`config.mk`:
```
export PLATFORM = sky130hd
export DESIGN_NAME = dwindle_tile_splitter
export DESIGN_NICKNAME = d
export VERILOG_FILES = /design/src/design/dts_pkg.sv /design/src/design/dwindle_tile_splitter.sv /design/src/design/dts_inset.sv /design/src/design/dts_split.sv
export VERILOG_INCLUDE_DIRS = /design/src /design/src/design
export SDC_FILE = /design/constraint.sdc
export NUM_CORES = 1
export LEC_CHECK = 0
export BUFFER_PORTS_ARGS = -buffer_cell sky130_fd_sc_hd__buf_2
export CAP_MARGIN = 0
export CORE_MARGIN = 10
export CORE_UTILIZATION = 50
export DETAILED_ROUTE_END_ITERATION = 12
export PLACE_DENSITY = 0.67
export SYNTH_ARGS = -nofsm -noshare
export SYNTH_HDL_FRONTEND = slang
export SYNTH_SLANG_ARGS = --single-unit
export TNS_END_PERCENT = 100
```
`constraint.sdc`:
```
create_clock -name clk -period 49.1 [get_ports clk]
set_clock_uncertainty 0.2 [all_clocks]
set_input_delay 9.82 -clock clk [delete_from_list [all_inputs] [get_ports clk]]
set_output_delay 9.82 -clock clk [all_outputs]
set_load 0.03 [all_outputs]
```
`src/design/dwindle_tile_splitter_assert.svh`:
```
// assertion macros for the dwindle tile splitter
`ifndef DWINDLE_TILE_SPLITTER_ASSERT_SVH
`define DWINDLE_TILE_SPLITTER_ASSERT_SVH
`ifndef SYNTHESIS
// checked only while out of reset
`define DTS_ASSERT(lbl, clk, rst_n, prop, msg) \
  lbl: assert property (@(posedge clk) disable iff (!rst_n) (prop)) else $error(msg);
// checked on every edge, reset included
`define DTS_ASSERT_ALWAYS(lbl, clk, prop, msg) \
  lbl: assert property (@(posedge clk) (prop)) else $error(msg);
`else
`define DTS_ASSERT(lbl, clk, rst_n, prop, msg)
`define DTS_ASSERT_ALWAYS(lbl, clk, prop, msg)
`endif
`endif

```
`src/design/dts_pkg.sv`:
```
// shared constants and types of the dwindle tile splitter
`default_nettype none
package dts_pkg;

  localparam int FIELD_W = 16;
  // extent of any rectangle fits here, it comes from 16-bit work area edges
  localparam int USABLE_W = 16;

  localparam int OUTER_GAP  = 10;
  localparam int INNER_GAP  = 8;
  localparam int MIN_TILE_W = 80;
  localparam int MIN_TILE_H = 70;

  // floor(u*56/100) == (u * 56 * ceil(2^29/100)) >> 29, exact for u < 2^16
  localparam int RATIO_SHIFT = 29;
  localparam int RATIO_W     = 29;
  localparam logic [RATIO_W-1:0] RATIO_MUL = 29'd300647760;

  typedef logic        [FIELD_W-1:0] win_id_t;
  typedef logic signed [FIELD_W-1:0] area_t;

  typedef enum logic [1:0] {
    CFG_AREA_LEFT   = 2'd0,
    CFG_AREA_TOP    = 2'd1,
    CFG_AREA_RIGHT  = 2'd2,
    CFG_AREA_BOTTOM = 2'd3
  } cfg_reg_t;

  localparam area_t AREA_LEFT_RST   = 16'sd0;
  localparam area_t AREA_TOP_RST    = 16'sd0;
  localparam area_t AREA_RIGHT_RST  = 16'sd1920;
  localparam area_t AREA_BOTTOM_RST = 16'sd1080;

endpackage
`default_nettype wire

```
`src/design/dwindle_tile_splitter.sv`:
```
// top level of the dwindle tile splitter
//
//   channel | direction | handshake            | payload
//   in      | request   | in_valid / in_stall  | window id, last-of-set flag
//   out     | result    | out_valid / out_stall| window id, tile edges
//   cfg     | write     | cfg_valid / cfg_ready| register index, data
//
// one item per cycle unless out stalls; a request passes the input then the result register
// the rate is set by the remaining-rectangle feedback through one split per cycle
// rst_n is synchronous; it clears the pipeline and the set state, area gets its defaults
// out_stall holds the result register; the input register still takes one more request
// area writes take effect on the next request that starts a set
`default_nettype none
`include "dwindle_tile_splitter_assert.svh"
module dwindle_tile_splitter #(
  parameter int COORD_BITS = 16
) (
  input  wire logic                clk,
  input  wire logic                rst_n,
  input  wire logic                in_valid,
  output logic                     in_stall,
  input  wire dts_pkg::win_id_t    in_window_id,
  input  wire logic                in_is_final,
  output logic                     out_valid,
  input  wire logic                out_stall,
  output dts_pkg::win_id_t         out_window_out_id,
  output dts_pkg::area_t           out_tile_left,
  output dts_pkg::area_t           out_tile_top,
  output dts_pkg::area_t           out_tile_right,
  output dts_pkg::area_t           out_tile_bottom,
  input  wire logic                cfg_valid,
  output logic                     cfg_ready,
  input  wire logic [1:0]          cfg_index,
  input  wire dts_pkg::area_t      cfg_data
);

  localparam int CB = COORD_BITS;

  // work area and its inset start rectangle
  dts_pkg::area_t area_left_r, area_top_r, area_right_r, area_bottom_r;
  dts_pkg::area_t area_left_nxt, area_top_nxt, area_right_nxt, area_bottom_nxt;
  logic signed [CB-1:0] ins_left, ins_top, ins_right, ins_bottom;
  logic                 ins_across;
  logic signed [CB-1:0] st_left_r, st_top_r, st_right_r, st_bottom_r;
  logic                 st_across_r;

  // input and result registers
  logic             a_valid_r, a_final_r;
  dts_pkg::win_id_t a_id_r;
  logic             out_valid_r;
  logic             accept, advance;

  // set state
  logic signed [CB-1:0] rem_left_r, rem_top_r, rem_right_r, rem_bottom_r;
  logic signed [CB-1:0] rem_left_nxt, rem_top_nxt, rem_right_nxt, rem_bottom_nxt;
  logic                 across_r, across_nxt, busy_r, busy_nxt;

  logic signed [CB-1:0] cur_left, cur_top, cur_right, cur_bottom;
  logic                 cur_across;
  logic signed [CB-1:0] sp_lo, sp_hi, sp_cut, sp_next;
  logic signed [CB-1:0] res_right, res_bottom;

  assign cfg_ready = 1'b1;

  always_comb begin
    area_left_nxt   = area_left_r;
    area_top_nxt    = area_top_r;
    area_right_nxt  = area_right_r;
    area_bottom_nxt = area_bottom_r;
    if (!rst_n) begin
      area_left_nxt   = dts_pkg::AREA_LEFT_RST;
      area_top_nxt    = dts_pkg::AREA_TOP_RST;
      area_right_nxt  = dts_pkg::AREA_RIGHT_RST;
      area_bottom_nxt = dts_pkg::AREA_BOTTOM_RST;
    end else if (cfg_valid && cfg_ready) begin
      unique case (dts_pkg::cfg_reg_t'(cfg_index))
        dts_pkg::CFG_AREA_LEFT:   area_left_nxt   = cfg_data;
        dts_pkg::CFG_AREA_TOP:    area_top_nxt    = cfg_data;
        dts_pkg::CFG_AREA_RIGHT:  area_right_nxt  = cfg_data;
        dts_pkg::CFG_AREA_BOTTOM: area_bottom_nxt = cfg_data;
      endcase
    end
  end

  // inset follows the area at the same edge as the write
  dts_inset #(.CB(CB)) u_inset (
    .area_left    (area_left_nxt),
    .area_top     (area_top_nxt),
    .area_right   (area_right_nxt),
    .area_bottom  (area_bottom_nxt),
    .rect_left    (ins_left),
    .rect_top     (ins_top),
    .rect_right   (ins_right),
    .rect_bottom  (ins_bottom),
    .across_width (ins_across)
  );

  always_ff @(posedge clk) begin
    area_left_r   <= area_left_nxt;
    area_top_r    <= area_top_nxt;
    area_right_r  <= area_right_nxt;
    area_bottom_r <= area_bottom_nxt;
    st_left_r     <= ins_left;
    st_top_r      <= ins_top;
    st_right_r    <= ins_right;
    st_bottom_r   <= ins_bottom;
    st_across_r   <= ins_across;
  end

  assign advance  = a_valid_r && (!out_valid_r || !out_stall);
  assign in_stall = a_valid_r && !advance;
  assign accept   = in_valid && !in_stall;

  always_comb begin
    cur_left   = busy_r ? rem_left_r   : st_left_r;
    cur_top    = busy_r ? rem_top_r    : st_top_r;
    cur_right  = busy_r ? rem_right_r  : st_right_r;
    cur_bottom = busy_r ? rem_bottom_r : st_bottom_r;
    cur_across = busy_r ? across_r     : st_across_r;
    sp_lo = cur_across ? cur_left  : cur_top;
    sp_hi = cur_across ? cur_right : cur_bottom;
  end

  dts_split #(.CB(CB)) u_split (
    .lo           (sp_lo),
    .hi           (sp_hi),
    .across_width (cur_across),
    .cut          (sp_cut),
    .next         (sp_next)
  );

  always_comb begin
    res_right  = cur_right;
    res_bottom = cur_bottom;
    if (!a_final_r) begin
      if (cur_across) res_right  = sp_cut;
      else            res_bottom = sp_cut;
    end
    if (res_right < cur_left)  res_right  = cur_left;
    if (res_bottom < cur_top)  res_bottom = cur_top;

    rem_left_nxt   = rem_left_r;
    rem_top_nxt    = rem_top_r;
    rem_right_nxt  = rem_right_r;
    rem_bottom_nxt = rem_bottom_r;
    across_nxt     = across_r;
    busy_nxt       = busy_r;
    if (advance) begin
      if (a_final_r) begin
        busy_nxt = 1'b0;
      end else begin
        rem_left_nxt   = cur_across ? sp_next : cur_left;
        rem_top_nxt    = cur_across ? cur_top : sp_next;
        rem_right_nxt  = cur_right;
        rem_bottom_nxt = cur_bottom;
        across_nxt     = !cur_across;
        busy_nxt       = 1'b1;
      end
    end
  end

  always_ff @(posedge clk) begin
    if (!rst_n) begin
      a_valid_r    <= 1'b0;
      out_valid_r  <= 1'b0;
      busy_r       <= 1'b0;
      across_r     <= 1'b0;
      rem_left_r   <= '0;
      rem_top_r    <= '0;
      rem_right_r  <= '0;
      rem_bottom_r <= '0;
    end else begin
      a_valid_r    <= accept || (a_valid_r && !advance);
      out_valid_r  <= advance || (out_valid_r && out_stall);
      busy_r       <= busy_nxt;
      across_r     <= across_nxt;
      rem_left_r   <= rem_left_nxt;
      rem_top_r    <= rem_top_nxt;
      rem_right_r  <= rem_right_nxt;
      rem_bottom_r <= rem_bottom_nxt;
    end
  end

  always_ff @(posedge clk) begin
    if (accept) begin
      a_id_r    <= in_window_id;
      a_final_r <= in_is_final;
    end
    if (advance) begin
      out_window_out_id <= a_id_r;
      out_tile_left     <= dts_pkg::FIELD_W'(cur_left);
      out_tile_top      <= dts_pkg::FIELD_W'(cur_top);
      out_tile_right    <= dts_pkg::FIELD_W'(res_right);
      out_tile_bottom   <= dts_pkg::FIELD_W'(res_bottom);
    end
  end

  assign out_valid = out_valid_r;

  `DTS_ASSERT(a_split_opens_set, clk, rst_n, advance && !a_final_r |=> busy_r, "split request did not keep a set open")
  `DTS_ASSERT(a_last_closes_set, clk, rst_n, advance && a_final_r |=> !busy_r, "last request did not close the set")
  `DTS_ASSERT(a_stall_needs_item, clk, rst_n, !in_stall || a_valid_r, "input stalled with empty input register")
  `DTS_ASSERT_ALWAYS(a_reset_empties, clk, !rst_n |=> !a_valid_r && !out_valid_r, "reset left a request")
  `DTS_ASSERT(a_tile_ordered, clk, rst_n, out_valid_r |-> (out_tile_right >= out_tile_left) && (out_tile_bottom >= out_tile_top), "tile edges inverted")

endmodule
`default_nettype wire

```
`src/design/dts_inset.sv`:
```
// work area inset by the outer gap, plus first split direction
`default_nettype none
module dts_inset #(
  parameter int CB = 16
) (
  input  wire dts_pkg::area_t     area_left,
  input  wire dts_pkg::area_t     area_top,
  input  wire dts_pkg::area_t     area_right,
  input  wire dts_pkg::area_t     area_bottom,
  output logic signed [CB-1:0]    rect_left,
  output logic signed [CB-1:0]    rect_top,
  output logic signed [CB-1:0]    rect_right,
  output logic signed [CB-1:0]    rect_bottom,
  output logic                    across_width
);

  localparam int IW = ((CB > dts_pkg::FIELD_W) ? CB : dts_pkg::FIELD_W) + 2;
  localparam logic signed [IW-1:0] SAT_HI = {{(IW-CB+1){1'b0}}, {(CB-1){1'b1}}};
  localparam logic signed [IW-1:0] SAT_LO = {{(IW-CB+1){1'b1}}, {(CB-1){1'b0}}};
  localparam logic signed [IW-1:0] GAP    = IW'(dts_pkg::OUTER_GAP);

  function automatic logic signed [CB-1:0] sat(input logic signed [IW-1:0] v);
    logic signed [IW-1:0] c;
    priority if (v > SAT_HI) c = SAT_HI;
    else if (v < SAT_LO)     c = SAT_LO;
    else                     c = v;
    return CB'(c);
  endfunction

  logic signed [CB-1:0] right_raw, bottom_raw;
  logic signed [CB:0]   width_ext, height_ext;

  always_comb begin
    rect_left   = sat(IW'(area_left) + GAP);
    rect_top    = sat(IW'(area_top) + GAP);
    right_raw   = sat(IW'(area_right) - GAP);
    bottom_raw  = sat(IW'(area_bottom) - GAP);
    // an inverted inset collapses onto its near edge
    rect_right  = (right_raw < rect_left) ? rect_left : right_raw;
    rect_bottom = (bottom_raw < rect_top) ? rect_top : bottom_raw;
    width_ext   = (CB+1)'(rect_right) - (CB+1)'(rect_left);
    height_ext  = (CB+1)'(rect_bottom) - (CB+1)'(rect_top);
    across_width = (width_ext >= height_ext);
  end

endmodule
`default_nettype wire

```
`src/design/dts_split.sv`:
```
// one split of the remaining rectangle along the chosen axis
`default_nettype none
module dts_split #(
  parameter int CB = 16
) (
  input  wire logic signed [CB-1:0] lo,
  input  wire logic signed [CB-1:0] hi,
  input  wire logic                 across_width,
  output logic signed [CB-1:0]      cut,
  output logic signed [CB-1:0]      next
);

  localparam int UW = dts_pkg::USABLE_W;
  localparam int WW = ((CB > UW + 1) ? CB : UW + 1) + 2;
  localparam int PW = UW + dts_pkg::RATIO_W;
  localparam logic signed [WW-1:0] SAT_HI = {{(WW-CB+1){1'b0}}, {(CB-1){1'b1}}};
  localparam logic signed [WW-1:0] SAT_LO = {{(WW-CB+1){1'b1}}, {(CB-1){1'b0}}};

  function automatic logic signed [CB-1:0] sat(input logic signed [WW-1:0] v);
    logic signed [WW-1:0] c;
    priority if (v > SAT_HI) c = SAT_HI;
    else if (v < SAT_LO)     c = SAT_LO;
    else                     c = v;
    return CB'(c);
  endfunction

  logic signed [CB:0]   total, usable_s;
  logic [UW-1:0]        usable, quarter, min_tile, minsz, ratio_part, part_lo;
  logic [PW-1:0]        prod;
  logic signed [UW:0]   upper, part;
  logic signed [CB-1:0] cut_sat;

  always_comb begin
    total    = (CB+1)'(hi) - (CB+1)'(lo);
    usable_s = total - (CB+1)'(dts_pkg::INNER_GAP);
    usable   = (usable_s > 0) ? UW'(usable_s) : UW'(1);
    quarter  = usable >> 2;
    min_tile = across_width ? UW'(dts_pkg::MIN_TILE_W) : UW'(dts_pkg::MIN_TILE_H);
    minsz    = (quarter > min_tile) ? quarter : min_tile;
    prod       = PW'(usable) * PW'(dts_pkg::RATIO_MUL);
    ratio_part = prod[dts_pkg::RATIO_SHIFT +: UW];
    part_lo    = (ratio_part < minsz) ? minsz : ratio_part;
    // the upper bound wins and may go negative
    upper = signed'({1'b0, usable}) - signed'({1'b0, minsz});
    part  = (signed'({1'b0, part_lo}) > upper) ? upper : signed'({1'b0, part_lo});
    cut_sat = sat(WW'(lo) + WW'(part));
    if (total <= 1) begin
      cut  = hi;
      next = lo;
    end else begin
      cut  = cut_sat;
      next = sat(WW'(cut_sat) + WW'(dts_pkg::INNER_GAP));
    end
  end

endmodule
`default_nettype wire
```
==> results.cfg <==
[clock_tree]
postCtsSetupBuffers = 0
htreeDepth = 1
numCtsBuffers = 29
path_clk_slew_ps = 70
post_cts_resized = 0
cts_hold_buffers = 0
clkLatencyLatePin_ps = 590
cts_tree = done
cts.path.max_buffers = 3
clock_sinks = 294
root_buffer = clkbuf_16

[grt]
grt_pass1_vias = 24100
grt_overflow = 0
grt_first_pass_wirelength_mm = 143.8
grt_usage = 0.2726
grt_max_degree = 82
antenna_found_initial = 0

[yosys]
yosysSeqAreaShare = 0.2390
yosys_warnings = 0
synth_area_um2 = 28680
synthMuxAreaShare = 0.08829
syn_inst = 3294
synth-compound-area-share = 0.1706
synth_adder_area_share = 0.2438
synth_cell_type_count = 100
syn_avg_cell_area_um2 = 8.708
ys_async_sr_fraction = 0
synth_top_family_by_area = adder cells
synth_edf_count = 97
synth_xor_area_frac = 0.03695
synthSimpleGateAreaFrac = 0.1517
synthFlopType = dfxtp_1
ys_ff_latch = 294
synth_fp_nets = 3819

[sta]
timing.fmax_mhz = 38.57
setup_viol = 0
tns_ps = 0
tightest_slew_ps = 1386
fin_crit_sh = 0.5280
report.final.slew_viol_count = 0
min_period_ps = 25920
hold_viol = 0
rsz0062_at_grt = no
max-slew-margin-rel = 0.06765

[detailed_routing]
via_per_inst = 6.031
wl_met2_mm = 40.65
ant_nets = 0
drtIter0Drc = 2401
drc = 0
vias = 24961
top_layer_used = met4
wl_met3_mm = 7.798
wire_per_inst_um = 22.86
firstDrtPassIters = 8
met1Wirelength_mm = 42.84
routed_wl_mm = 94.61

[placed_design]
portBuffers = 121
place_hpwl_mm = 77.82
place.gp.congestion = 1.016

[setup_path]
critical_path_class = flip-flop to flip-flop
slowest_delay_ps = 810
crit_path_end_kind = flip-flop
cp.required_ps = 49240
critPathBufInv = 10
crit_top_cell = a21oi_1
cp_max_fo = 80
arrival_ps = 26070
cpMaxStageDelayCell = buf_4
critPathTopFamily = compound AO/OA/AOI/OAI gates
cp-start-kind = flip-flop

[floorplan]
coreArea_um2 = 56600
dieArea_um2 = 67350
io-pin-count = 123
rows = 87
die_h_um = 259.5
start_util = 0.5067
die_w_um = 259.5

[finish]
diodes = 0
layout.nets = 3885
drive_gt1_frac = 0.09252
syn2layout_area_growth_pct = 7.852

[outcome]
outcome = completed

[worst_hold_path]
hp-class = flip-flop to flip-flop

[run]
maxCapViolations = 0
[worst paths after layout]
kind              slack [ps]                             end                start  cells after the start
hold / removal           220  out_window_out_id[3]$_DFFE_PP_  a_id_r[3]$_DFFE_PP_                      0
hold reg to reg          220  out_window_out_id[3]$_DFFE_PP_  a_id_r[3]$_DFFE_PP_                      0
setup reg to reg       23180    out_tile_bottom[6]$_DFFE_PP_  busy_r$_SDFFE_PN0P_                     89
setup / recovery       23180    out_tile_bottom[6]$_DFFE_PP_  busy_r$_SDFFE_PN0P_                     89
[cells in the final DEF (no fill, tap or decap), drive strengths merged, types with 71 or more instances in the layout]
cell type	netlist	routed
inv	397	400
ha	362	362
nand2	244	244
nor2	237	237
a21oi	230	230
dfxtp	197	197
o21ai	170	170
mux2i	166	166
buf	46	149
fa	123	123
edfxtp	97	97
xnor2	80	80
mux2	77	77
nor2b	71	71
[metrics by stage]
stage          worst slack, ps  instances  utilization  instance area (um^2)  hold slack, ps
4_1_cts                  23640       4139       0.5465                 30940           220.1
3_5_place_dp             23740       4085       0.5293                 29960           204.5
2_1_floorplan            27930       3294            -                 28680           200.3
6_report                 23180       4139       0.5465                 30940           218.6
3_3_place_gp             24180       4085       0.5293                 29960           200.6
5_1_grt                  21530       4139       0.5465                 30940           225.6
[logic make-up after synthesis]
kind of cell	after synthesis
muxes	243
xor gates and xnor gates	121
buffers and inverters	511
adders and majority gates	485
DFF	294
and+or+nand+nor	889
other	1
AOI/OAI and AO/OA	750
[worst reg2reg max path, delay by kind of cell, from the launching register on]
| kind | cells | cell delay, ps |
|---|---|---|
| compound gates | 40 | 10520 |
| fa+ha+maj | 13 | 5790 |
| simple gates | 21 | 4600 |
| buf+inv | 10 | 2110 |
| mux | 4 | 1520 |
| flops | 1 | 680 |
| xor+xnor | 1 | 250 |
[Yosys cell counts (27+ instances only)]
master,n,area share
a211oi_1,40,0.010
nand3_1,54,0.0094
mux2_2,58,0.023
o21ai_0,164,0.029
dfxtp_1,197,0.14
a311oi_1,27,0.0082
inv_1,397,0.052
fa_1,123,0.086
xor2_1,41,0.013
a21oi_1,228,0.040
nand2_1,244,0.032
ha_1,362,0.16
mux2i_1,166,0.058
clkbuf_1,67,0.0088
xnor2_1,80,0.024
a21o_1,65,0.017
nor2b_1,71,0.015
edfxtp_1,97,0.10
nor3_1,56,0.0098
nor2_1,235,0.031
nand4_1,35,0.0076
nand2b_1,47,0.010
[layout make-up]
type | instances | area (um^2)
clock buffer | 38 | 830.8
sequential | 294 | 6860
fill | 5244 | 25670
inverter | 397 | 1491
tap | 756 | 945.9
clock inverter | 16 | 143.9
timing repair buffer | 149 | 815.8
multi-input combinational | 2489 | 19850
[per-layer routing]
metal | global-route usage | vias up
li1 | - | 11719
met1 | 0.3897 | 12016
met2 | 0.4170 | 1052
met3 | 0.03829 | 174
met4 | 0.08624 | 0
met5 | 0 | -
Power is not shown: default switching activity piles up to over one toggle a cycle in this logic, so the estimate is an artifact.
